## config.mk

```make
export PLATFORM = sky130hd
export DESIGN_NAME = preproc_line_marker_rewriter_flat
export DESIGN_NICKNAME = d
export VERILOG_FILES = /design/src/rtl/core/plmr_pkg.sv /design/src/rtl/core/plmr_if.sv /design/src/rtl/core/preproc_line_marker_rewriter.sv /design/src/rtl/core/plmr_ram.sv /design/src/rtl/core/plmr_ctrl.sv /design/src/rtl/core/plmr_dp.sv /design/src/flat_wrapper.sv
export VERILOG_INCLUDE_DIRS = /design/src /design/src/rtl/core
export SDC_FILE = /design/constraint.sdc
export NUM_CORES = 1
export LEC_CHECK = 0
export BUFFER_PORTS_ARGS = -buffer_cell sky130_fd_sc_hd__buf_2
export CORE_ASPECT_RATIO = 1.1
export CORE_MARGIN = 1.5
export CORE_UTILIZATION = 45
export CTS_CLUSTER_SIZE = 40
export DETAILED_ROUTE_END_ITERATION = 8
export MAX_ROUTING_LAYER = met4
export PLACE_DENSITY = 0.6
export SLEW_MARGIN = 20
export SYNTH_ARGS = -nofsm -noshare
export SYNTH_HDL_FRONTEND = slang
export SYNTH_SLANG_ARGS = --single-unit
```

## constraint.sdc

```tcl
create_clock -name i_clk -period 7.8 [get_ports i_clk]
set_input_delay 1.17 -clock i_clk [delete_from_list [all_inputs] [get_ports i_clk]]
set_output_delay 1.17 -clock i_clk [all_outputs]
set_load 0.03 [all_outputs]
```

## src/rtl/core/preproc_line_marker_rewriter_defines.svh

```systemverilog
// Assertion macros shared by the line marker rewriter RTL.
`ifndef PREPROC_LINE_MARKER_REWRITER_DEFINES_SVH
`define PREPROC_LINE_MARKER_REWRITER_DEFINES_SVH
`ifndef SYNTH
// Check that post holds in the same cycle as pre.
`define PLMR_ASSERT_NOW(lbl, clk, rst_n, pre, post, msg) \
    lbl: assert property (@(posedge clk) disable iff (!rst_n) (pre) |-> (post)) \
        else $error(msg);
// Check that post holds in the cycle after pre.
`define PLMR_ASSERT_NEXT(lbl, clk, rst_n, pre, post, msg) \
    lbl: assert property (@(posedge clk) disable iff (!rst_n) (pre) |=> (post)) \
        else $error(msg);
`else
`define PLMR_ASSERT_NOW(lbl, clk, rst_n, pre, post, msg)
`define PLMR_ASSERT_NEXT(lbl, clk, rst_n, pre, post, msg)
`endif
`endif

```

## src/rtl/core/plmr_pkg.sv

```systemverilog
package plmr_pkg;

    localparam logic [1:0] OUTC_RUN  = 2'd0;
    localparam logic [1:0] OUTC_OK   = 2'd1;
    localparam logic [1:0] OUTC_FAIL = 2'd2;

    localparam logic [7:0] CH_TAB    = 8'h09;
    localparam logic [7:0] CH_NL     = 8'h0A;
    localparam logic [7:0] CH_SP     = 8'h20;
    localparam logic [7:0] CH_QUOTE  = 8'h22;
    localparam logic [7:0] CH_ZERO   = 8'h30;
    localparam logic [7:0] CH_NINE   = 8'h39;
    localparam logic [7:0] CH_COLON  = 8'h3A;
    localparam logic [7:0] CH_BSLASH = 8'h5C;

    localparam int HEAD_LEN = 6;

    function automatic logic [7:0] head_char(input logic [2:0] idx);
        logic [7:0] ch;
        case (idx)
            3'd0:    ch = 8'h23;
            3'd1:    ch = 8'h6C;
            3'd2:    ch = 8'h69;
            3'd3:    ch = 8'h6E;
            3'd4:    ch = 8'h65;
            default: ch = CH_SP;
        endcase
        return ch;
    endfunction

    typedef enum logic [3:0] {
        PH_NAME   = 4'b0001,
        PH_DIGITS = 4'b0010,
        PH_TEXT   = 4'b0100,
        PH_FAILED = 4'b1000
    } t_phase;

    typedef enum logic [2:0] {
        SRC_HEAD,
        SRC_DIG,
        SRC_SP,
        SRC_QUOTE,
        SRC_NAME,
        SRC_NL
    } t_src;

    typedef struct packed {
        logic [7:0] out_char;
        logic       has_char;
        logic [1:0] outcome;
        logic       last;
    } t_beat;

    typedef struct packed {
        logic take;
        logic rd;
        logic idx_clr;
        logic idx_inc;
        logic emit;
        t_src src;
        logic last;
        logic busy;
    } t_cmd;

    typedef struct packed {
        logic out_free;
        logic colon;
        logic len_diff;
        logic len_zero;
        logic dig_zero;
        logic cmp_ne;
        logic head_last;
        logic dig_last;
        logic name_last;
    } t_stat;

endpackage

```

## src/rtl/core/plmr_if.sv

```systemverilog
interface plmr_in_if;
    logic       valid;
    logic       ready;
    logic [7:0] in_byte;
    logic       end_of_input;

    modport source (output valid, output in_byte, output end_of_input, input ready);
    modport sink (input valid, input in_byte, input end_of_input, output ready);
endinterface

interface plmr_out_if;
    logic       valid;
    logic       ready;
    logic [7:0] out_char;
    logic       has_char;
    logic [1:0] outcome;
    logic       last;

    modport source (output valid, output out_char, output has_char, output outcome,
                    output last, input ready);
    modport sink (input valid, input out_char, input has_char, input outcome,
                  input last, output ready);
endinterface

```

## src/rtl/core/preproc_line_marker_rewriter.sv

```systemverilog
// Channel   Dir  Modport  Payload                               Beat taken when
// i_in      in   sink     in_byte[7:0], end_of_input            valid && ready
// o_out     out  source   out_char[7:0], has_char, outcome[1:0], last  valid && ready
//
// A byte that yields at most one beat is taken back to back, whenever the
// output register is empty or drained in the same cycle.
// A colon that ends the number compares names, a read and a check state per byte,
// if the length is unchanged and non-zero; a name change then emits the head,
// D digits, space, quoted L name bytes and newline via registered RAM reads.
// Synchronous active-low reset; no clearing pass. Output stalls hold the
// output register and block new input.
`include "preproc_line_marker_rewriter_defines.svh"

module preproc_line_marker_rewriter #(
    parameter int NAME_MAX_CHARS = 30,
    parameter int DIGITS_MAX     = 18
) (
    input  logic              i_clk,
    input  logic              i_rst_n,
    plmr_in_if.sink           i_in,
    plmr_out_if.source        o_out
);

    plmr_pkg::t_cmd  cmd;
    plmr_pkg::t_stat stat;
    plmr_pkg::t_beat out_beat;
    logic            in_ready;
    logic            out_valid;

    plmr_ctrl u_ctrl (
        .i_clk      (i_clk),
        .i_rst_n    (i_rst_n),
        .i_in_valid (i_in.valid),
        .i_stat     (stat),
        .o_in_ready (in_ready),
        .o_cmd      (cmd)
    );

    plmr_dp #(
        .NAME_MAX_CHARS (NAME_MAX_CHARS),
        .DIGITS_MAX     (DIGITS_MAX)
    ) u_dp (
        .i_clk          (i_clk),
        .i_rst_n        (i_rst_n),
        .i_in_valid     (i_in.valid),
        .i_in_byte      (i_in.in_byte),
        .i_end_of_input (i_in.end_of_input),
        .i_out_ready    (o_out.ready),
        .i_cmd          (cmd),
        .o_stat         (stat),
        .o_out_valid    (out_valid),
        .o_out_beat     (out_beat)
    );

    assign i_in.ready     = in_ready;
    assign o_out.valid    = out_valid;
    assign o_out.out_char = out_beat.out_char;
    assign o_out.has_char = out_beat.has_char;
    assign o_out.outcome  = out_beat.outcome;
    assign o_out.last     = out_beat.last;

    `PLMR_ASSERT_NOW(a_busy_blocks_input, i_clk, i_rst_n, cmd.busy, !i_in.ready, "input ready while marker busy")
    `PLMR_ASSERT_NEXT(a_colon_starts_marker, i_clk, i_rst_n, cmd.take && stat.colon && stat.len_diff, cmd.busy, "name change did not start marker")
    `PLMR_ASSERT_NOW(a_status_is_final, i_clk, i_rst_n, o_out.valid && !o_out.has_char, o_out.last && (o_out.outcome != plmr_pkg::OUTC_RUN), "status beat not final")
    `PLMR_ASSERT_NOW(a_char_is_running, i_clk, i_rst_n, o_out.valid && o_out.has_char, o_out.outcome == plmr_pkg::OUTC_RUN, "char beat with end outcome")

endmodule

```

## src/rtl/core/plmr_ram.sv

```systemverilog
module plmr_ram #(
    parameter int WIDTH = 8,
    parameter int DEPTH = 30,
    parameter int AW    = (DEPTH > 1) ? $clog2(DEPTH) : 1
) (
    input  logic             i_clk,
    input  logic             i_we,
    input  logic [AW-1:0]    i_waddr,
    input  logic [WIDTH-1:0] i_wdata,
    input  logic             i_re,
    input  logic [AW-1:0]    i_raddr,
    output logic [WIDTH-1:0] o_rdata
);

    logic [WIDTH-1:0] r_mem [DEPTH];
    logic [WIDTH-1:0] r_rdata;

    always_ff @(posedge i_clk) begin
        if (i_we) begin
            r_mem[i_waddr] <= i_wdata;
        end
        if (i_re) begin
            r_rdata <= r_mem[i_raddr];
        end
    end

    assign o_rdata = r_rdata;

endmodule

```

## src/rtl/core/plmr_ctrl.sv

```systemverilog
module plmr_ctrl (
    input  logic            i_clk,
    input  logic            i_rst_n,
    input  logic            i_in_valid,
    input  plmr_pkg::t_stat i_stat,
    output logic            o_in_ready,
    output plmr_pkg::t_cmd  o_cmd
);

    typedef enum logic [11:0] {
        S_IDLE   = 12'b000000000001,
        S_CMP_RD = 12'b000000000010,
        S_CMP_CK = 12'b000000000100,
        S_HEAD   = 12'b000000001000,
        S_DIG_RD = 12'b000000010000,
        S_DIG_WR = 12'b000000100000,
        S_SP     = 12'b000001000000,
        S_QO     = 12'b000010000000,
        S_NM_RD  = 12'b000100000000,
        S_NM_WR  = 12'b001000000000,
        S_QC     = 12'b010000000000,
        S_NL     = 12'b100000000000
    } t_state;

    t_state r_state, n_state;
    logic   in_ready;
    logic   free;

    assign free       = i_stat.out_free;
    assign in_ready   = (r_state == S_IDLE) && free;
    assign o_in_ready = in_ready;

    always_comb begin
        n_state       = r_state;
        o_cmd         = '0;
        o_cmd.src     = plmr_pkg::SRC_HEAD;
        o_cmd.busy    = (r_state != S_IDLE);
        o_cmd.take    = i_in_valid && in_ready;
        unique case (r_state)
            S_IDLE: begin
                if (o_cmd.take && i_stat.colon) begin
                    o_cmd.idx_clr = 1'b1;
                    if (i_stat.len_diff) begin
                        n_state = S_HEAD;
                    end else if (!i_stat.len_zero) begin
                        n_state = S_CMP_RD;
                    end
                end
            end
            S_CMP_RD: begin
                o_cmd.rd = 1'b1;
                n_state  = S_CMP_CK;
            end
            S_CMP_CK: begin
                if (i_stat.cmp_ne) begin
                    o_cmd.idx_clr = 1'b1;
                    n_state       = S_HEAD;
                end else if (i_stat.name_last) begin
                    n_state = S_IDLE;
                end else begin
                    o_cmd.idx_inc = 1'b1;
                    n_state       = S_CMP_RD;
                end
            end
            S_HEAD: begin
                o_cmd.src = plmr_pkg::SRC_HEAD;
                if (free) begin
                    o_cmd.emit = 1'b1;
                    if (i_stat.head_last) begin
                        o_cmd.idx_clr = 1'b1;
                        n_state       = i_stat.dig_zero ? S_SP : S_DIG_RD;
                    end else begin
                        o_cmd.idx_inc = 1'b1;
                    end
                end
            end
            S_DIG_RD: begin
                o_cmd.rd = 1'b1;
                n_state  = S_DIG_WR;
            end
            S_DIG_WR: begin
                o_cmd.src = plmr_pkg::SRC_DIG;
                if (free) begin
                    o_cmd.emit = 1'b1;
                    if (i_stat.dig_last) begin
                        o_cmd.idx_clr = 1'b1;
                        n_state       = S_SP;
                    end else begin
                        o_cmd.idx_inc = 1'b1;
                        n_state       = S_DIG_RD;
                    end
                end
            end
            S_SP: begin
                o_cmd.src = plmr_pkg::SRC_SP;
                if (free) begin
                    o_cmd.emit = 1'b1;
                    n_state    = S_QO;
                end
            end
            S_QO: begin
                o_cmd.src = plmr_pkg::SRC_QUOTE;
                if (free) begin
                    o_cmd.emit = 1'b1;
                    n_state    = i_stat.len_zero ? S_QC : S_NM_RD;
                end
            end
            S_NM_RD: begin
                o_cmd.rd = 1'b1;
                n_state  = S_NM_WR;
            end
            S_NM_WR: begin
                o_cmd.src = plmr_pkg::SRC_NAME;
                if (free) begin
                    o_cmd.emit = 1'b1;
                    if (i_stat.name_last) begin
                        n_state = S_QC;
                    end else begin
                        o_cmd.idx_inc = 1'b1;
                        n_state       = S_NM_RD;
                    end
                end
            end
            S_QC: begin
                o_cmd.src = plmr_pkg::SRC_QUOTE;
                if (free) begin
                    o_cmd.emit = 1'b1;
                    n_state    = S_NL;
                end
            end
            S_NL: begin
                o_cmd.src = plmr_pkg::SRC_NL;
                if (free) begin
                    o_cmd.emit = 1'b1;
                    o_cmd.last = 1'b1;
                    n_state    = S_IDLE;
                end
            end
            default: begin
                n_state = S_IDLE;
            end
        endcase
    end

    always_ff @(posedge i_clk) begin
        if (!i_rst_n) begin
            r_state <= S_IDLE;
        end else begin
            r_state <= n_state;
        end
    end

endmodule

```

## src/rtl/core/plmr_dp.sv

```systemverilog
module plmr_dp #(
    parameter int NAME_MAX_CHARS = 30,
    parameter int DIGITS_MAX     = 18
) (
    input  logic            i_clk,
    input  logic            i_rst_n,
    input  logic            i_in_valid,
    input  logic [7:0]      i_in_byte,
    input  logic            i_end_of_input,
    input  logic            i_out_ready,
    input  plmr_pkg::t_cmd  i_cmd,
    output plmr_pkg::t_stat o_stat,
    output logic            o_out_valid,
    output plmr_pkg::t_beat o_out_beat
);

    localparam int NL_W    = $clog2(NAME_MAX_CHARS + 1);
    localparam int NA_W    = (NAME_MAX_CHARS > 1) ? $clog2(NAME_MAX_CHARS) : 1;
    localparam int DL_W    = $clog2(DIGITS_MAX + 1);
    localparam int DA_W    = (DIGITS_MAX > 1) ? $clog2(DIGITS_MAX) : 1;
    localparam int IDX_MAX = (NAME_MAX_CHARS > DIGITS_MAX) ? NAME_MAX_CHARS : DIGITS_MAX;
    localparam int IDX_TOP = (IDX_MAX > plmr_pkg::HEAD_LEN) ? IDX_MAX : plmr_pkg::HEAD_LEN;
    localparam int IDX_W   = $clog2(IDX_TOP + 1);

    plmr_pkg::t_phase r_phase, n_phase;
    logic [NL_W-1:0]  r_name_len, n_name_len;
    logic [NL_W-1:0]  r_prev_len, n_prev_len;
    logic [DL_W-1:0]  r_dig_cnt, n_dig_cnt;
    logic             r_bs, n_bs;
    logic [IDX_W-1:0] r_idx;
    logic [IDX_W-1:0] idx_nxt;
    logic             r_out_vld;
    plmr_pkg::t_beat  r_out_beat;

    logic             beat_vld;
    plmr_pkg::t_beat  beat;
    plmr_pkg::t_beat  emit_beat;
    logic             name_we;
    logic             dig_we;
    logic             is_blank;
    logic             is_digit;
    logic             out_free;
    logic [7:0]       name_rdata;
    logic [7:0]       prev_rdata;
    logic [3:0]       dig_rdata;
    logic             prev_we;

    assign is_blank = (i_in_byte == plmr_pkg::CH_SP) || (i_in_byte == plmr_pkg::CH_TAB);
    assign is_digit = (i_in_byte >= plmr_pkg::CH_ZERO) && (i_in_byte <= plmr_pkg::CH_NINE);
    assign out_free = !r_out_vld || i_out_ready;
    assign idx_nxt  = IDX_W'(r_idx + IDX_W'(1));
    assign prev_we  = i_cmd.emit && (i_cmd.src == plmr_pkg::SRC_NAME);

    always_comb begin
        n_phase    = r_phase;
        n_name_len = r_name_len;
        n_prev_len = r_prev_len;
        n_dig_cnt  = r_dig_cnt;
        n_bs       = r_bs;
        beat_vld   = 1'b0;
        beat       = '{out_char: 8'h00, has_char: 1'b0,
                       outcome: plmr_pkg::OUTC_FAIL, last: 1'b1};
        name_we    = 1'b0;
        dig_we     = 1'b0;
        if (i_cmd.take) begin
            if (i_end_of_input) begin
                if (r_phase != plmr_pkg::PH_FAILED) begin
                    beat_vld = 1'b1;
                    if ((r_phase == plmr_pkg::PH_DIGITS) ||
                        ((r_phase == plmr_pkg::PH_NAME) && (r_name_len != '0))) begin
                        beat.outcome = plmr_pkg::OUTC_FAIL;
                    end else begin
                        beat.outcome = plmr_pkg::OUTC_OK;
                    end
                end
                n_phase    = plmr_pkg::PH_NAME;
                n_name_len = '0;
                n_prev_len = '0;
                n_dig_cnt  = '0;
                n_bs       = 1'b0;
            end else begin
                unique case (r_phase)
                    plmr_pkg::PH_NAME: begin
                        if (i_in_byte == plmr_pkg::CH_NL) begin
                            beat_vld = 1'b1;
                            if (r_name_len == '0) begin
                                beat.out_char = i_in_byte;
                                beat.has_char = 1'b1;
                                beat.outcome  = plmr_pkg::OUTC_RUN;
                            end else begin
                                n_phase = plmr_pkg::PH_FAILED;
                            end
                        end else if (is_blank) begin
                            n_phase   = plmr_pkg::PH_DIGITS;
                            n_dig_cnt = '0;
                        end else if (r_name_len >= NL_W'(NAME_MAX_CHARS)) begin
                            beat_vld = 1'b1;
                            n_phase  = plmr_pkg::PH_FAILED;
                        end else begin
                            name_we    = 1'b1;
                            n_name_len = NL_W'(r_name_len + NL_W'(1));
                        end
                    end
                    plmr_pkg::PH_DIGITS: begin
                        if (i_in_byte == plmr_pkg::CH_COLON) begin
                            n_phase    = plmr_pkg::PH_TEXT;
                            n_bs       = 1'b0;
                            n_prev_len = r_name_len;
                        end else if (is_blank) begin
                            n_phase = r_phase;
                        end else if (is_digit && (r_dig_cnt < DL_W'(DIGITS_MAX))) begin
                            dig_we    = 1'b1;
                            n_dig_cnt = DL_W'(r_dig_cnt + DL_W'(1));
                        end else begin
                            beat_vld = 1'b1;
                            n_phase  = plmr_pkg::PH_FAILED;
                        end
                    end
                    plmr_pkg::PH_TEXT: begin
                        beat_vld      = 1'b1;
                        beat.out_char = i_in_byte;
                        beat.has_char = 1'b1;
                        beat.outcome  = plmr_pkg::OUTC_RUN;
                        if ((i_in_byte == plmr_pkg::CH_NL) && !r_bs) begin
                            n_phase    = plmr_pkg::PH_NAME;
                            n_name_len = '0;
                        end
                        n_bs = (i_in_byte == plmr_pkg::CH_BSLASH);
                    end
                    plmr_pkg::PH_FAILED: begin
                        n_phase = r_phase;
                    end
                    default: begin
                        n_phase = plmr_pkg::PH_FAILED;
                    end
                endcase
            end
        end
    end

    always_comb begin
        emit_beat = '{out_char: 8'h00, has_char: 1'b1,
                      outcome: plmr_pkg::OUTC_RUN, last: i_cmd.last};
        case (i_cmd.src)
            plmr_pkg::SRC_HEAD:  emit_beat.out_char = plmr_pkg::head_char(r_idx[2:0]);
            plmr_pkg::SRC_DIG:   emit_beat.out_char = plmr_pkg::CH_ZERO + {4'h0, dig_rdata};
            plmr_pkg::SRC_SP:    emit_beat.out_char = plmr_pkg::CH_SP;
            plmr_pkg::SRC_QUOTE: emit_beat.out_char = plmr_pkg::CH_QUOTE;
            plmr_pkg::SRC_NAME:  emit_beat.out_char = name_rdata;
            plmr_pkg::SRC_NL:    emit_beat.out_char = plmr_pkg::CH_NL;
            default:             emit_beat.out_char = plmr_pkg::CH_NL;
        endcase
    end

    plmr_ram #(.WIDTH(8), .DEPTH(NAME_MAX_CHARS), .AW(NA_W)) u_name_ram (
        .i_clk   (i_clk),
        .i_we    (name_we),
        .i_waddr (r_name_len[NA_W-1:0]),
        .i_wdata (i_in_byte),
        .i_re    (i_cmd.rd),
        .i_raddr (r_idx[NA_W-1:0]),
        .o_rdata (name_rdata)
    );

    plmr_ram #(.WIDTH(8), .DEPTH(NAME_MAX_CHARS), .AW(NA_W)) u_prev_ram (
        .i_clk   (i_clk),
        .i_we    (prev_we),
        .i_waddr (r_idx[NA_W-1:0]),
        .i_wdata (name_rdata),
        .i_re    (i_cmd.rd),
        .i_raddr (r_idx[NA_W-1:0]),
        .o_rdata (prev_rdata)
    );

    plmr_ram #(.WIDTH(4), .DEPTH(DIGITS_MAX), .AW(DA_W)) u_dig_ram (
        .i_clk   (i_clk),
        .i_we    (dig_we),
        .i_waddr (r_dig_cnt[DA_W-1:0]),
        .i_wdata (i_in_byte[3:0]),
        .i_re    (i_cmd.rd),
        .i_raddr (r_idx[DA_W-1:0]),
        .o_rdata (dig_rdata)
    );

    always_ff @(posedge i_clk) begin
        if (!i_rst_n) begin
            r_phase    <= plmr_pkg::PH_NAME;
            r_name_len <= '0;
            r_prev_len <= '0;
            r_dig_cnt  <= '0;
            r_bs       <= 1'b0;
            r_idx      <= '0;
            r_out_vld  <= 1'b0;
        end else begin
            r_phase    <= n_phase;
            r_name_len <= n_name_len;
            r_prev_len <= n_prev_len;
            r_dig_cnt  <= n_dig_cnt;
            r_bs       <= n_bs;
            if (i_cmd.idx_clr) begin
                r_idx <= '0;
            end else if (i_cmd.idx_inc) begin
                r_idx <= idx_nxt;
            end
            if (beat_vld || i_cmd.emit) begin
                r_out_vld <= 1'b1;
            end else if (i_out_ready) begin
                r_out_vld <= 1'b0;
            end
        end
    end

    always_ff @(posedge i_clk) begin
        if (beat_vld) begin
            r_out_beat <= beat;
        end else if (i_cmd.emit) begin
            r_out_beat <= emit_beat;
        end
    end

    assign o_stat.out_free  = out_free;
    assign o_stat.colon     = i_in_valid && !i_end_of_input &&
                              (r_phase == plmr_pkg::PH_DIGITS) &&
                              (i_in_byte == plmr_pkg::CH_COLON);
    assign o_stat.len_diff  = (r_name_len != r_prev_len);
    assign o_stat.len_zero  = (r_name_len == '0);
    assign o_stat.dig_zero  = (r_dig_cnt == '0);
    assign o_stat.cmp_ne    = (name_rdata != prev_rdata);
    assign o_stat.head_last = (r_idx == IDX_W'(plmr_pkg::HEAD_LEN - 1));
    assign o_stat.dig_last  = (idx_nxt == IDX_W'(r_dig_cnt));
    assign o_stat.name_last = (idx_nxt == IDX_W'(r_name_len));

    assign o_out_valid = r_out_vld;
    assign o_out_beat  = r_out_beat;

endmodule
```

## src/flat_wrapper.sv

```systemverilog
// flat-port wrapper written by rule: the top's interface ports become plain ports
module preproc_line_marker_rewriter_flat 
#(
    parameter int NAME_MAX_CHARS = 30,
    parameter int DIGITS_MAX     = 18
)
  (i_clk, i_rst_n, i_in_valid, i_in_in_byte, i_in_end_of_input, i_in_ready, o_out_valid, o_out_out_char, o_out_has_char, o_out_outcome, o_out_last, o_out_ready);
  plmr_in_if i_in_i ();
  plmr_out_if o_out_i ();
  input  logic i_clk;
  input  logic i_rst_n;
  input wire logic [$bits(i_in_i.valid)-1:0] i_in_valid;
  input wire logic [$bits(i_in_i.in_byte)-1:0] i_in_in_byte;
  input wire logic [$bits(i_in_i.end_of_input)-1:0] i_in_end_of_input;
  output wire logic [$bits(i_in_i.ready)-1:0] i_in_ready;
  output wire logic [$bits(o_out_i.valid)-1:0] o_out_valid;
  output wire logic [$bits(o_out_i.out_char)-1:0] o_out_out_char;
  output wire logic [$bits(o_out_i.has_char)-1:0] o_out_has_char;
  output wire logic [$bits(o_out_i.outcome)-1:0] o_out_outcome;
  output wire logic [$bits(o_out_i.last)-1:0] o_out_last;
  input wire logic [$bits(o_out_i.ready)-1:0] o_out_ready;
  assign i_in_i.valid = i_in_valid;
  assign i_in_i.in_byte = i_in_in_byte;
  assign i_in_i.end_of_input = i_in_end_of_input;
  assign i_in_ready = i_in_i.ready;
  assign o_out_valid = o_out_i.valid;
  assign o_out_out_char = o_out_i.out_char;
  assign o_out_has_char = o_out_i.has_char;
  assign o_out_outcome = o_out_i.outcome;
  assign o_out_last = o_out_i.last;
  assign o_out_i.ready = o_out_ready;
  preproc_line_marker_rewriter #(.NAME_MAX_CHARS(NAME_MAX_CHARS), .DIGITS_MAX(DIGITS_MAX)) u_core (.i_clk(i_clk), .i_rst_n(i_rst_n), .i_in(i_in_i), .o_out(o_out_i));
endmodule
```

Word level (Yosys, flattened, before mapping)
Memories as Yosys holds them, arrays and structs flattened. A register that Yosys moved wholly into a read port is not among the register bits.
Index checks and enable logic that the tools add are counted.

storage, ports and cells
  output and inout bits = 14
  register bits = 50
  memories = 3
  logic and storage cells = 228
  memory bits (writable) = 552
  bits of input ports = 13

operators by class
  magnitude comparators = 4
  reduce and logical (&&, ||, !) cells = 39
  bitwise logic cells = 1
  add/sub/neg operators = 4
  mux-type cells = 106
  equal/unequal tests = 59

memory list
  name                          words  bits a word  read ports  clocked after memory_dff  write ports  RTL line        RTL
  u_core.u_dp.u_name_ram.r_mem  30     8            1           1                         1            plmr_ram.sv:15  logic [WIDTH-1:0] r_mem [DEPTH];
  u_core.u_dp.u_prev_ram.r_mem  30     8            1           1                         1            plmr_ram.sv:15
  u_core.u_dp.u_dig_ram.r_mem   18     4            1           1                         1            plmr_ram.sv:15

operators with widths
  operator              count
  $mux 12               14
  $pmux 12 s12          1
  $mux 5                14
  $mux 11               5
  $mux 1                42
  $pmux 8 s5            1
  $mux 4                9
  $pmux 7 s5            1
  $ne 3x3->1 const B    8
  $pmux 4 s6            1
  $pmux 11 s2           1
  $pmux 5 s2            2
  $eq 8x4->1 const B    2
  $eq 8x6->1 const B    2
  $ne 2x2->1 const B    8
  $pmux 4 s4            1
  $add 5x1->5 const B   3
  $mux 7                2
  $reduce_and 7->1      2
  $eq 12x1->1 const B   1
  $eq 12x10->1 const B  1
  $eq 12x11->1 const B  1
  $eq 12x12->1 const B  1
  $eq 12x2->1 const B   1
  49 further kinds      89

Logic depth before layout (Yosys ltp)
Gate-level depths: netlist (run 1).

  word-level depth = 11
  depth in mapped cells = 12
  mapped depth without buffers = 8

Cells and area by module
A second synthesis (run 1) with hierarchy kept.

unflattened totals
  cells, all modules = 1714
  area total of the unflattened synthesis = 26879.5 sq um

by module, submodules not included
  module                                  instances  area an instance (sq um)  seq. area each (sq um)  cells an instance
  plmr_ram at u_core.u_dp.u_name_ram ...  2          9872.0                    7447.1                  530
  plmr_ram at u_core.u_dp.u_dig_ram       1          3090.5                    2282.2                  167
  plmr_dp                                 1          3034.2                    870.8                   350
  plmr_ctrl                               1          1011.0                    240.2                   137

Worst setup path after synthesis (run 1)
Ideal clock, no wire load.

  path kind = register to register
  from = register u_core.u_dp.r_idx[0]
  to = register u_core.u_dp.r_idx[1]
  buffers on the path = 4
  period minus slack after synthesis = 3.758 ns
  setup time = 0.136 ns
  stages on the path, launching flop included = 13
  required time = 7.664 ns
  arrival = 3.622 ns
  slack = 4.042 ns
  cell sequence = dfxtp_1 > buf_2 > buf_1 > buf_1 > buf_1 > inv_1 > ha_1 > xor2_1 > nor3_1 > nand3_1 > a221oi_2 > mux2i_1 > nor2_1

on the way
  cells in the longest elaborated chain, start to end = 6
  elaborated cells between the ends (all ways) = 16
  those cells by class = 1 x add/sub; 3 x eq/ne; 11 x mux; 1 x reduce/logical

ends and longest elaborated chain
  what                        RTL line         RTL
  start: declaration          plmr_dp.sv:30    logic [IDX_W-1:0] r_idx;
  start signal: assignment    plmr_dp.sv:203   r_idx <= idx_nxt;
  $add 5x1->5 *               plmr_dp.sv:51    assign idx_nxt = IDX_W'(r_idx + IDX_W'(1));
  via u_core.u_dp.idx_nxt[0]  plmr_dp.sv:31    logic [IDX_W-1:0] idx_nxt;
  $eq 5x5->1                  plmr_dp.sv:230   assign o_stat.dig_last = (idx_nxt == IDX_W'(r_dig_cnt));
  $mux 1                      plmr_ctrl.sv:85  if (i_stat.dig_last) begin
  $mux 3                      plmr_ctrl.sv:83  if (free) begin
  $pmux 1 s4                  plmr_ctrl.sv:39  unique case (r_state)
  $reduce_or 2->1 (no line)   n/a

Mark *: on every way through the listed nets, which the timed path passes. The rest lies on a longest branch.
A chain may end at the register's enable or synchronous reset.

Final worst setup path (run 1)
  from = input port i_in_in_byte[5]
  to = memory u_core.u_dp.u_name_ram.r_mem[19][5], enable pin

on the way
  cells in the longest elaborated chain, start to end = 9
  elaborated cells between the ends (all ways) = 11
  those cells by class = 3 x eq/ne; 7 x mux; 1 x reduce/logical

ends and longest elaborated chain
  what                                      RTL line            RTL
  start: declaration                        flat_wrapper.sv:13  input wire logic [$bits(i_in_i.in_byte)-1:0] i_in_in_byte;
  $eq 8x6->1 or $eq 8x4->1 (tied branches)  plmr_dp.sv:48       assign is_blank = (i_in_byte == plmr_pkg::CH_SP) || (i_in_byte == plmr_pkg::CH_TAB);
  $logic_or 1x1->1                          plmr_dp.sv:48
  $mux 1                                    plmr_dp.sv:93       end else if (is_blank) begin
  $mux 1 *                                  plmr_dp.sv:84       if (i_in_byte == plmr_pkg::CH_NL) begin
  $mux 1 *                                  plmr_dp.sv:82       unique case (r_phase)
  $mux 1 *                                  plmr_dp.sv:66       if (i_end_of_input) begin
  $mux 1 *                                  plmr_dp.sv:65       if (i_cmd.take) begin
  $mux 1 *                                  plmr_ram.sv:19      if (i_we) begin
  $mux 1 (implied by the code) *            plmr_ram.sv:20      r_mem[i_waddr] <= i_wdata;
  end: declaration                          plmr_ram.sv:15

Every way passes the cells marked *; elsewhere a longest branch is shown, timed or not.

==> impl_metrics.ini, run 1 <==
[synth]
ys_ff_latch = 622
synth_largest_area_cell = edfxtp_1
synth-compound-area-share_pct = 4.89
synth_nets = 1461
ys.flop_type = edfxtp_1
synth.avg_cell_area_um2 = 17.6
yosysMostFrequentCell = edfxtp_1
synth_warnings = 0
synth_area_um2 = 25300
synth_area_leaders = edfxtp_1, mux4_2, dfxtp_1, nor2_1, a22oi_1
synth-edff-count = 583
synth_top_family_by_area = multiplexers
synth.distinct_cells = 69
synthTopCellsByCount = edfxtp_1, nor2_1, mux4_2
async_flop_share_pct = 0
synth_xor_area_share_pct = 1.35
yosys.area.top_type_share_pct = 69.1
muxShareOfSynthArea_pct = 12.6
synth_simple_gate_area_share_pct = 6.91
netlist_instances = 1435
synth_adder_area_share_pct = 0.642
synth-seq-area-share_pct = 72.2

[placed_design]
gp_congestion = 0.893
port_buffers = 26
place_area_um2 = 26300
dp_hpwl_mm = 36.2

[final_layout]
antenna_cells = 0
syn_to_final_growth_pct = 12.6
utilization_pct = 51.1
final_layout_size_suffix_gt1_share_pct = 20.4
fin_nets = 1511
stdcell_area_um2 = 28500

[clock_network]
cts_root_buf = clkbuf_16
insertion_delay_ns = 0.60
cts_sinks = 622
cts-resized-gates = 0
clkTransAtPathRegs_ns = 0.06
cts_hold_buf = 0
clk_path_buf_depth = 3
post-cts-setup-buffers = 0
cts_buffers = 66
cts_tree = done
cts-htree-levels = 3

[timing]
period_needed_ns = 4.01
fin_tns_setup_ns = 0
fmax_mhz = 249
relSlewSlack_pct = 31.7
rsz0062_at_grt = false
setup_viol = 0
tightest_slew_ns = 1.02
final.period_utilization_pct = 51.4
slew_violations = 0
whs_ns = 0.494
hold_violations = 0
worst_clock_skew_ns = 0.0184

[grt]
grt_max_degree = 82
antenna_found_initial = 0
grt_overflow = 0
grt_busiest_layer = met2
grt_use_met3_pct = 3.83
grt_pass1_vias = 13800
grtUsageMet2_pct = 34.1
grt_pass1_wl_mm = 90.0
grt_use_total_pct = 21.8
grt_use_met1_pct = 29.7

[hold_path]
min_from = u_core.u_dp.r_bs
min_to = u_core.u_dp.r_bs
hp-class = register to register
min_path_cells = 2

[setup_path]
start_kind = primary input
crit_type = primary input to register
reg2reg_slack_ns = 3.93
end_kind = register
r2r-end = u_core.u_dp.u_name_ram.r_mem[19][5]
critPathRequiredTime_ns = 8.02
path_max_fanout = 37
timing.rr.start = u_core.u_ctrl.r_state[11]
arrival_ns = 4.23
r2r.worst_path.cells = 6

[floorplanning]
die_x_um = 229
start_util_pct = 45.4
row_count = 91
io_pins = 27
core-area_um2 = 55800
fp.dieH_um = 252
fp.dieArea_um2 = 57700

[power_and_ir_drop]
p_leak_nw = 8.65
power_density_nw_per_um2 = 245
ir_drop_mv = 0.170
power_mw = 6.98

[route]
ant_nets = 0
first_iter_violations = 1383
drc = 0
via_per_inst = 5.99
first_pass_iters = 5
num_vias = 13700
wirelength_mm = 59.6
wl_per_cell_um = 26.1

[outcome]
status = completed

[run]
max_cap_violations = 0
## placed cells by master, fill, tap and decap left out, drive strengths merged, types with 7 or more instances in the layout
cell	netlist	final
a21oi	33	33
a22oi	66	66
and3	8	8
buf	27	55
bufinv	0	8
clkbuf	46	81
clkinv	2	26
dfxtp	39	39
edfxtp	583	583
ha	13	13
inv	10	12
mux2	8	8
mux2i	22	22
mux4	128	128
nand2	45	45
nand3	18	18
nand3b	10	10
nand4	24	24
nor2	144	144
nor3	13	13
nor3b	7	7
nor4b	7	7
o21ai	26	26
o22ai	11	11
or3	14	14
or4	8	8
xnor2	26	26
xor2	8	8
## registers in the layout, indices dropped and copies added, names as in the netlist, 8 cells and up
name / count
u_core.u_ctrl.r_state: 12
u_core.u_dp.o_out_beat: 12
u_core.u_dp.u_dig_ram.r_mem: 72
u_core.u_dp.u_name_ram.o_rdata: 8
u_core.u_dp.u_name_ram.r_mem: 240
u_core.u_dp.u_prev_ram.o_rdata: 8
u_core.u_dp.u_prev_ram.r_mem: 240
## report_power, final
group / total (mW) / internal [mW] / switching, mW
Combinational: 0.172 / 0.0456 / 0.127
Sequential: 3.65 / 3.64 / 0.0109
Clock: 3.16 / 1.88 / 1.28
## cells by family (layout without fill, tap and decap cells)
kind of cell,Yosys count,in the layout
adder cells (fa/ha/maj),13,13
AND/OR/NAND/NOR,340,340
XOR/XNOR,36,36
AO/OA/AOI/OAI,181,181
buffers and inverters,85,186
flip-flops,622,622
multiplexers,158,158
## per-stage QoR
| step | worst slack (ns) | instances |
|---|---|---|
| detailed placement | 3.13 | 2161 |
| global route | 3.59 | 2280 |
| floorplan | 4.04 | 1435 |
| CTS | 3.76 | 2280 |
| finish | 3.79 | 2280 |
| global placement | 3.15 | 2161 |
## worst max-delay path, cell delays in order
cell	delay [ns]
buf_2	0.64
and3b_1	0.28
o211a_1	0.30
or3_1	0.40
nor2_1	0.27
nand2_1	0.44
nor2_1	0.70
## per-layer routing
metal	wire length [µm]	vias up	share of wire, %
met5	0	-	0
met4	1440	0	2.4
met3	3910	103	6.6
met2	29200	508	49
met1	25000	7105	42
li1	-	5941	-
## cell type report
type,count,area (µm²)
Clock inverter,38,399
Multi-Input combinational cell,728,6720
Sequential cell,622,18300
Timing Repair Buffer,55,360
Inverter,12,45.0
Tap cell,744,931
Fill cell,4589,27300
Clock buffer,81,1770
## how the worst max path moves through the flow
stage | slack [ns] | end | start | cells past startpoint
floorplan | 4.04 | u_core.u_dp.r_idx[1] | u_core.u_dp.r_idx[0] | 12
global placement | 3.15 | u_core.u_dp.u_name_ram.r_mem[3][4] | i_in_in_byte[5] | 7
detailed placement | 3.13 | u_core.u_dp.u_name_ram.r_mem[19][7] | i_in_in_byte[5] | 7
CTS | 3.76 | u_core.u_dp.u_name_ram.r_mem[5][1] | i_in_in_byte[5] | 7
global route | 3.59 | u_core.u_dp.u_name_ram.r_mem[5][6] | i_in_in_byte[5] | 7
finish | 3.79 | u_core.u_dp.u_name_ram.r_mem[19][5] | i_in_in_byte[5] | 7
Power figures use the tool's default switching activity.
==> inputs of run 2 (changes only) <==
==> constraint.sdc (replaced) <==
create_clock -name i_clk -period 4.21 [get_ports i_clk]
set_input_delay 0.6315 -clock i_clk [delete_from_list [all_inputs] [get_ports i_clk]]
set_output_delay 0.6315 -clock i_clk [all_outputs]
set_load 0.03 [all_outputs]
==> impl_metrics.ini, run 2 (synthesized netlist as in run 1, its figures left out) <==
[run]
max_cap_violations = 0

[clock_network]
cts-htree-levels = 2
insertion_delay_ns = 0.62
clkTransAtPathRegs_ns = 0.06
cts_tree = done
clk_path_buf_depth = 3
post-cts-setup-buffers = 0
cts-resized-gates = 0
cts_root_buf = clkbuf_16
cts_hold_buf = 0
cts_buffers = 60
cts_sinks = 622

[final_layout]
top_regs = u_core.u_dp.u_name_ram.r_mem (240), u_core.u_dp.u_prev_ram.r_mem (240), u_core.u_dp.u_dig_ram.r_mem (72)
fillerInstances = 4587
antenna_cells = 0
syn_to_final_growth_pct = 12.7
seqCellArea_um2 = 18300
final_common_cell = edfxtp_1
fin_nets = 1553
layout_common_cells = edfxtp_1, nor2_1, mux4_2
final_layout_size_suffix_gt1_share_pct = 21.6
multiInputGateArea_um2 = 6720

[power_and_ir_drop]
seq_power_share_pct = 55.6
p_int_mw = 9.69
power_density_nw_per_um2 = 426
p_switching_mw = 2.47
clockPowerShare_pct = 41.8
combPwrFrac_pct = 2.6
power_mw = 12.2
p_sw_share_pct = 20.3
p_leak_nw = 8.74
ir_drop_mv = 0.360

[floorplanning]
start_util_pct = 45.4
core-area_um2 = 55800
die_x_um = 229
fp.dieH_um = 252
io_pins = 27
fp.dieArea_um2 = 57700
row_count = 91

[timing]
fin_tns_setup_ns = 0
tightest_slew_ns = 1.17
slew_violations = 0
setup_slack_ns = 0.675
worst_clock_skew_ns = 0.0337
setup_viol = 0
final.period_utilization_pct = 84.0
fmax_mhz = 283
hold_violations = 0
period_needed_ns = 3.53
rsz0062_at_grt = false
relSlewSlack_pct = 21.9

[hold_path]
hp-class = primary input to register

[route]
drc = 0
ant_nets = 0
via_per_inst = 5.88
wirelength_mm = 58.1
first_iter_violations = 1259
wl_per_cell_um = 25.1
num_vias = 13600
first_pass_iters = 5

[placed_design]
dp_hpwl_mm = 37.2
port_buffers = 26
gp_congestion = 0.921
pre_cts_slack_ns = 0.662

[grt]
grt_pass1_vias = 13900
grt_use_total_pct = 21.0
grtUsageMet2_pct = 34.1
grt_use_met1_pct = 27.4
antenna_found_initial = 0
grt_use_met3_pct = 2.90
grt_max_degree = 72
grt_busiest_layer = met2
grt_overflow = 0
grt_pass1_wl_mm = 87.5

[outcome]
status = completed

[setup_path]
path_max_fanout = 10
start_kind = register
arrival_ns = 3.84
end_kind = register
crit_type = register to register
critPathRequiredTime_ns = 4.51
[run 2: per-layer routing]
| metal | part of all wire [%] | routed length (µm) |
|---|---|---|
| met2 | 50 | 29100 |
| met3 | 5.6 | 3250 |
| met5 | 0 | 0 |
| met4 | 2.9 | 1710 |
| met1 | 41 | 24000 |
[run 2: worst paths after layout]
kind | start | to | slack (ns) | depth (start not counted)
worst max register to register | u_core.u_ctrl.r_state[11] | u_core.u_dp.u_name_ram.r_mem[1][2] | 0.68 | 7
worst min register to register | u_core.u_dp.r_bs | u_core.u_dp.r_bs | 0.49 | 2
worst max-delay path | u_core.u_ctrl.r_state[11] | u_core.u_dp.u_name_ram.r_mem[1][2] | 0.68 | 7
worst min-delay path | i_rst_n | u_core.u_ctrl.r_state[11] | 0.41 | 3
[run 2: final cells by class]
class                           instances  share of cell area, %
Sequential cell                       622                   64.1
Multi-Input combinational cell        728                   23.5
Clock buffer                           83                   5.67
Tap cell                              744                   3.26
Timing Repair Buffer                  103                   2.52
Clock inverter                         25                  0.771
Inverter                               12                  0.158
[run 2: per-stage QoR]
step	util, %	instances	hold WS (ns)	cell area (µm²)
detailed placement	47.9	2209	0.481	26700
global route	51.2	2317	0.402	28500
CTS	51.2	2317	0.367	28500
finish	51.2	2317	0.405	28500
global placement	47.9	2209	0.476	26700
floorplan	-	1435	0.451	25300
[run 2: power by group through the flow]
stage	registers, mW	logic [mW]	clock network [mW]
finish	6.76	0.318	5.08
global route	6.76	0.345	5.41
CTS	6.76	0.318	5.18
detailed placement	6.89	0.318	0
global placement	6.89	0.316	0
floorplan	6.90	0.161	0
[run 2: worst max-delay path: stages (launching register included)]
cell and delay [ns]:
dfxtp_1 0.37, or4_1 0.71, or4_4 0.53, or2_1 0.36, nor2_1 0.39, nand2_1 0.44
nor2_1 0.20, buf_4 0.21
==> inputs of run 3 (changes only) <==
--- a/config.mk
+++ b/config.mk
@@ -13,7 +13,7 @@
 export CTS_CLUSTER_SIZE = 40
 export DETAILED_ROUTE_END_ITERATION = 8
 export MAX_ROUTING_LAYER = met4
-export PLACE_DENSITY = 0.6
+export PLACE_DENSITY = 0.62
 export SLEW_MARGIN = 20
 export SYNTH_ARGS = -nofsm -noshare
 export SYNTH_HDL_FRONTEND = slang
==> constraint.sdc (replaced) <==
create_clock -name i_clk -period 3.07 [get_ports i_clk]
set_input_delay 0.4605 -clock i_clk [delete_from_list [all_inputs] [get_ports i_clk]]
set_output_delay 0.4605 -clock i_clk [all_outputs]
set_load 0.03 [all_outputs]
==> impl_metrics.ini, run 3 (synthesized netlist as in run 1, its figures left out) <==
[timing]
setup_viol = 0
fin_tns_setup_ns = 0
slew_violations = 0
tightest_slew_ns = 1.04
fmax_mhz = 331
relSlewSlack_pct = 30.3
whs_ns = 0.227
worst_clock_skew_ns = 0.0268
rsz0062_at_grt = true
hold_violations = 0
period_needed_ns = 3.02
setup_slack_ns = 0.0509
final.period_utilization_pct = 98.3

[setup_path]
arrival_ns = 3.31
end_kind = register
path_max_fanout = 7
timing.rr.start = u_core.u_ctrl.r_state[0]
r2r-end = u_core.u_dp.u_dig_ram.r_mem[8][3]
crit_type = register to register
cp_top_family = simple AND/OR/NAND/NOR gates
path_cells = or3b_2 > or3b_2 > or2_1 > nor3_2 > nand2_1 > nor2_1
reg2reg_slack_ns = 0.05
r2r.worst_path.cells = 6
path_depth = 6
start_kind = register
critPathRequiredTime_ns = 3.36
worst-path-buf-inv = 0
slowest_delay_ns = 0.52
slowest_stage = or3b_2
cp_common_cell = or3b_2

[floorplanning]
core-area_um2 = 55800
row_count = 91
io_pins = 27
fp.dieH_um = 252
die_x_um = 229
start_util_pct = 45.4
fp.dieArea_um2 = 57700

[grt]
grt_pass1_vias = 14100
antenna_found_initial = 1
grt_overflow = 0
grt_max_degree = 51
grt_pass1_wl_mm = 89.6
grt_use_total_pct = 21.6

[route]
wirelength_mm = 60.3
ant_nets = 0
first_iter_violations = 1266
first_pass_iters = 5
drc = 0
via_per_inst = 5.84
wl_per_cell_um = 25.3
num_vias = 13900

[final_layout]
seqCellArea_um2 = 18300
top_regs = u_core.u_dp.u_name_ram.r_mem (240), u_core.u_dp.u_prev_ram.r_mem (240), u_core.u_dp.u_dig_ram.r_mem (72)
fillerInstances = 4509
antenna_cells = 0
final_common_cell = edfxtp_1
multiInputGateArea_um2 = 6750
fin_nets = 1619
syn_to_final_growth_pct = 14.9
stdcell_area_um2 = 29100
final_layout_size_suffix_gt1_share_pct = 25.2
layout_common_cells = edfxtp_1, buf_4, nor2_1

[clock_network]
cts_tree = done
cts_root_buf = clkbuf_16
cts_buffers = 61
insertion_delay_ns = 0.65
clkTransAtPathRegs_ns = 0.06
cts-htree-levels = 2
cts_sinks = 622
clk_path_buf_depth = 3
post-cts-setup-buffers = 0

[power_and_ir_drop]
power_density_nw_per_um2 = 575
p_int_mw = 13.2
ir_drop_mv = 0.440
seq_power_share_pct = 55.4
power_mw = 16.7
p_leak_nw = 9.09
clockPowerShare_pct = 41.6
p_sw_share_pct = 20.8
combPwrFrac_pct = 2.9
p_switching_mw = 3.48

[hold_path]
min_from = i_rst_n
min_path_cells = 2
hp-class = primary input to register
min_to = u_core.u_ctrl.r_state[7]

[placed_design]
place_area_um2 = 27200
gp_congestion = 0.907
pre_cts_slack_ns = 0.0866
port_buffers = 26
dp_hpwl_mm = 38.3

[outcome]
status = completed

[run]
max_cap_violations = 0
==> run 3: changes by cell type in the layout (fill, tap and decap cells not counted), sizes merged <==
cell / delta
buf: +65
bufinv: -1
clkbuf: -2
clkinv: +3
==> run 3: how the worst max path moves through the flow <==
stage                                   start                                   to
CTS                  u_core.u_ctrl.r_state[8]                           i_in_ready
global placement     u_core.u_ctrl.r_state[0]    u_core.u_dp.u_dig_ram.r_mem[9][1]
floorplan           u_core.u_ctrl.r_state[10]  u_core.u_dp.u_name_ram.r_mem[12][0]
finish               u_core.u_ctrl.r_state[0]    u_core.u_dp.u_dig_ram.r_mem[8][3]
global route         u_core.u_ctrl.r_state[0]    u_core.u_dp.u_dig_ram.r_mem[8][2]
detailed placement   u_core.u_ctrl.r_state[0]    u_core.u_dp.u_dig_ram.r_mem[9][1]
==> run 3: area by class of cell <==
class | count | area share, %
Inverter | 12 | 0.155
Multi-Input combinational cell | 728 | 23.2
Tap cell | 744 | 3.20
Clock buffer | 81 | 5.54
Timing Repair Buffer | 168 | 4.28
Sequential cell | 622 | 62.9
Clock inverter | 27 | 0.727
==> run 3: power groups by stage <==
stage | Combinational (mW) | Sequential (mW) | Clock, mW
after CTS | 0.487 | 9.26 | 7.08
final | 0.488 | 9.27 | 6.96
after detailed placement | 0.485 | 9.44 | 0
after global routing | 0.524 | 9.26 | 7.39
after global placement | 0.485 | 9.44 | 0
after floorplan | 0.221 | 9.47 | 0
==> run 3: what timing repair did <==
action / in CTS / in global routing
hold buffers: 0 / 0
endpoints found under the setup margin: 0 / 72
resized for setup: 0 / 8
endpoints found under the hold margin: 0 / 0
==> run 3: metrics by stage <==
stage	utilization (%)	instances
2_1_floorplan	-	1435
3_3_place_gp	48.8	2274
3_5_place_dp	48.8	2274
4_1_cts	52.1	2382
5_1_grt	52.1	2382
6_report	52.1	2382
==> run 3: routing by layer <==
metal | up-vias | GRT usage, % | part of all wire [%]
li1 | 6138 | - | -
met1 | 7186 | 28.6 | 42
met2 | 477 | 34.7 | 49
met3 | 109 | 3.24 | 6.3
met4 | 0 | 6.69 | 2.6
met5 | - | - | 0
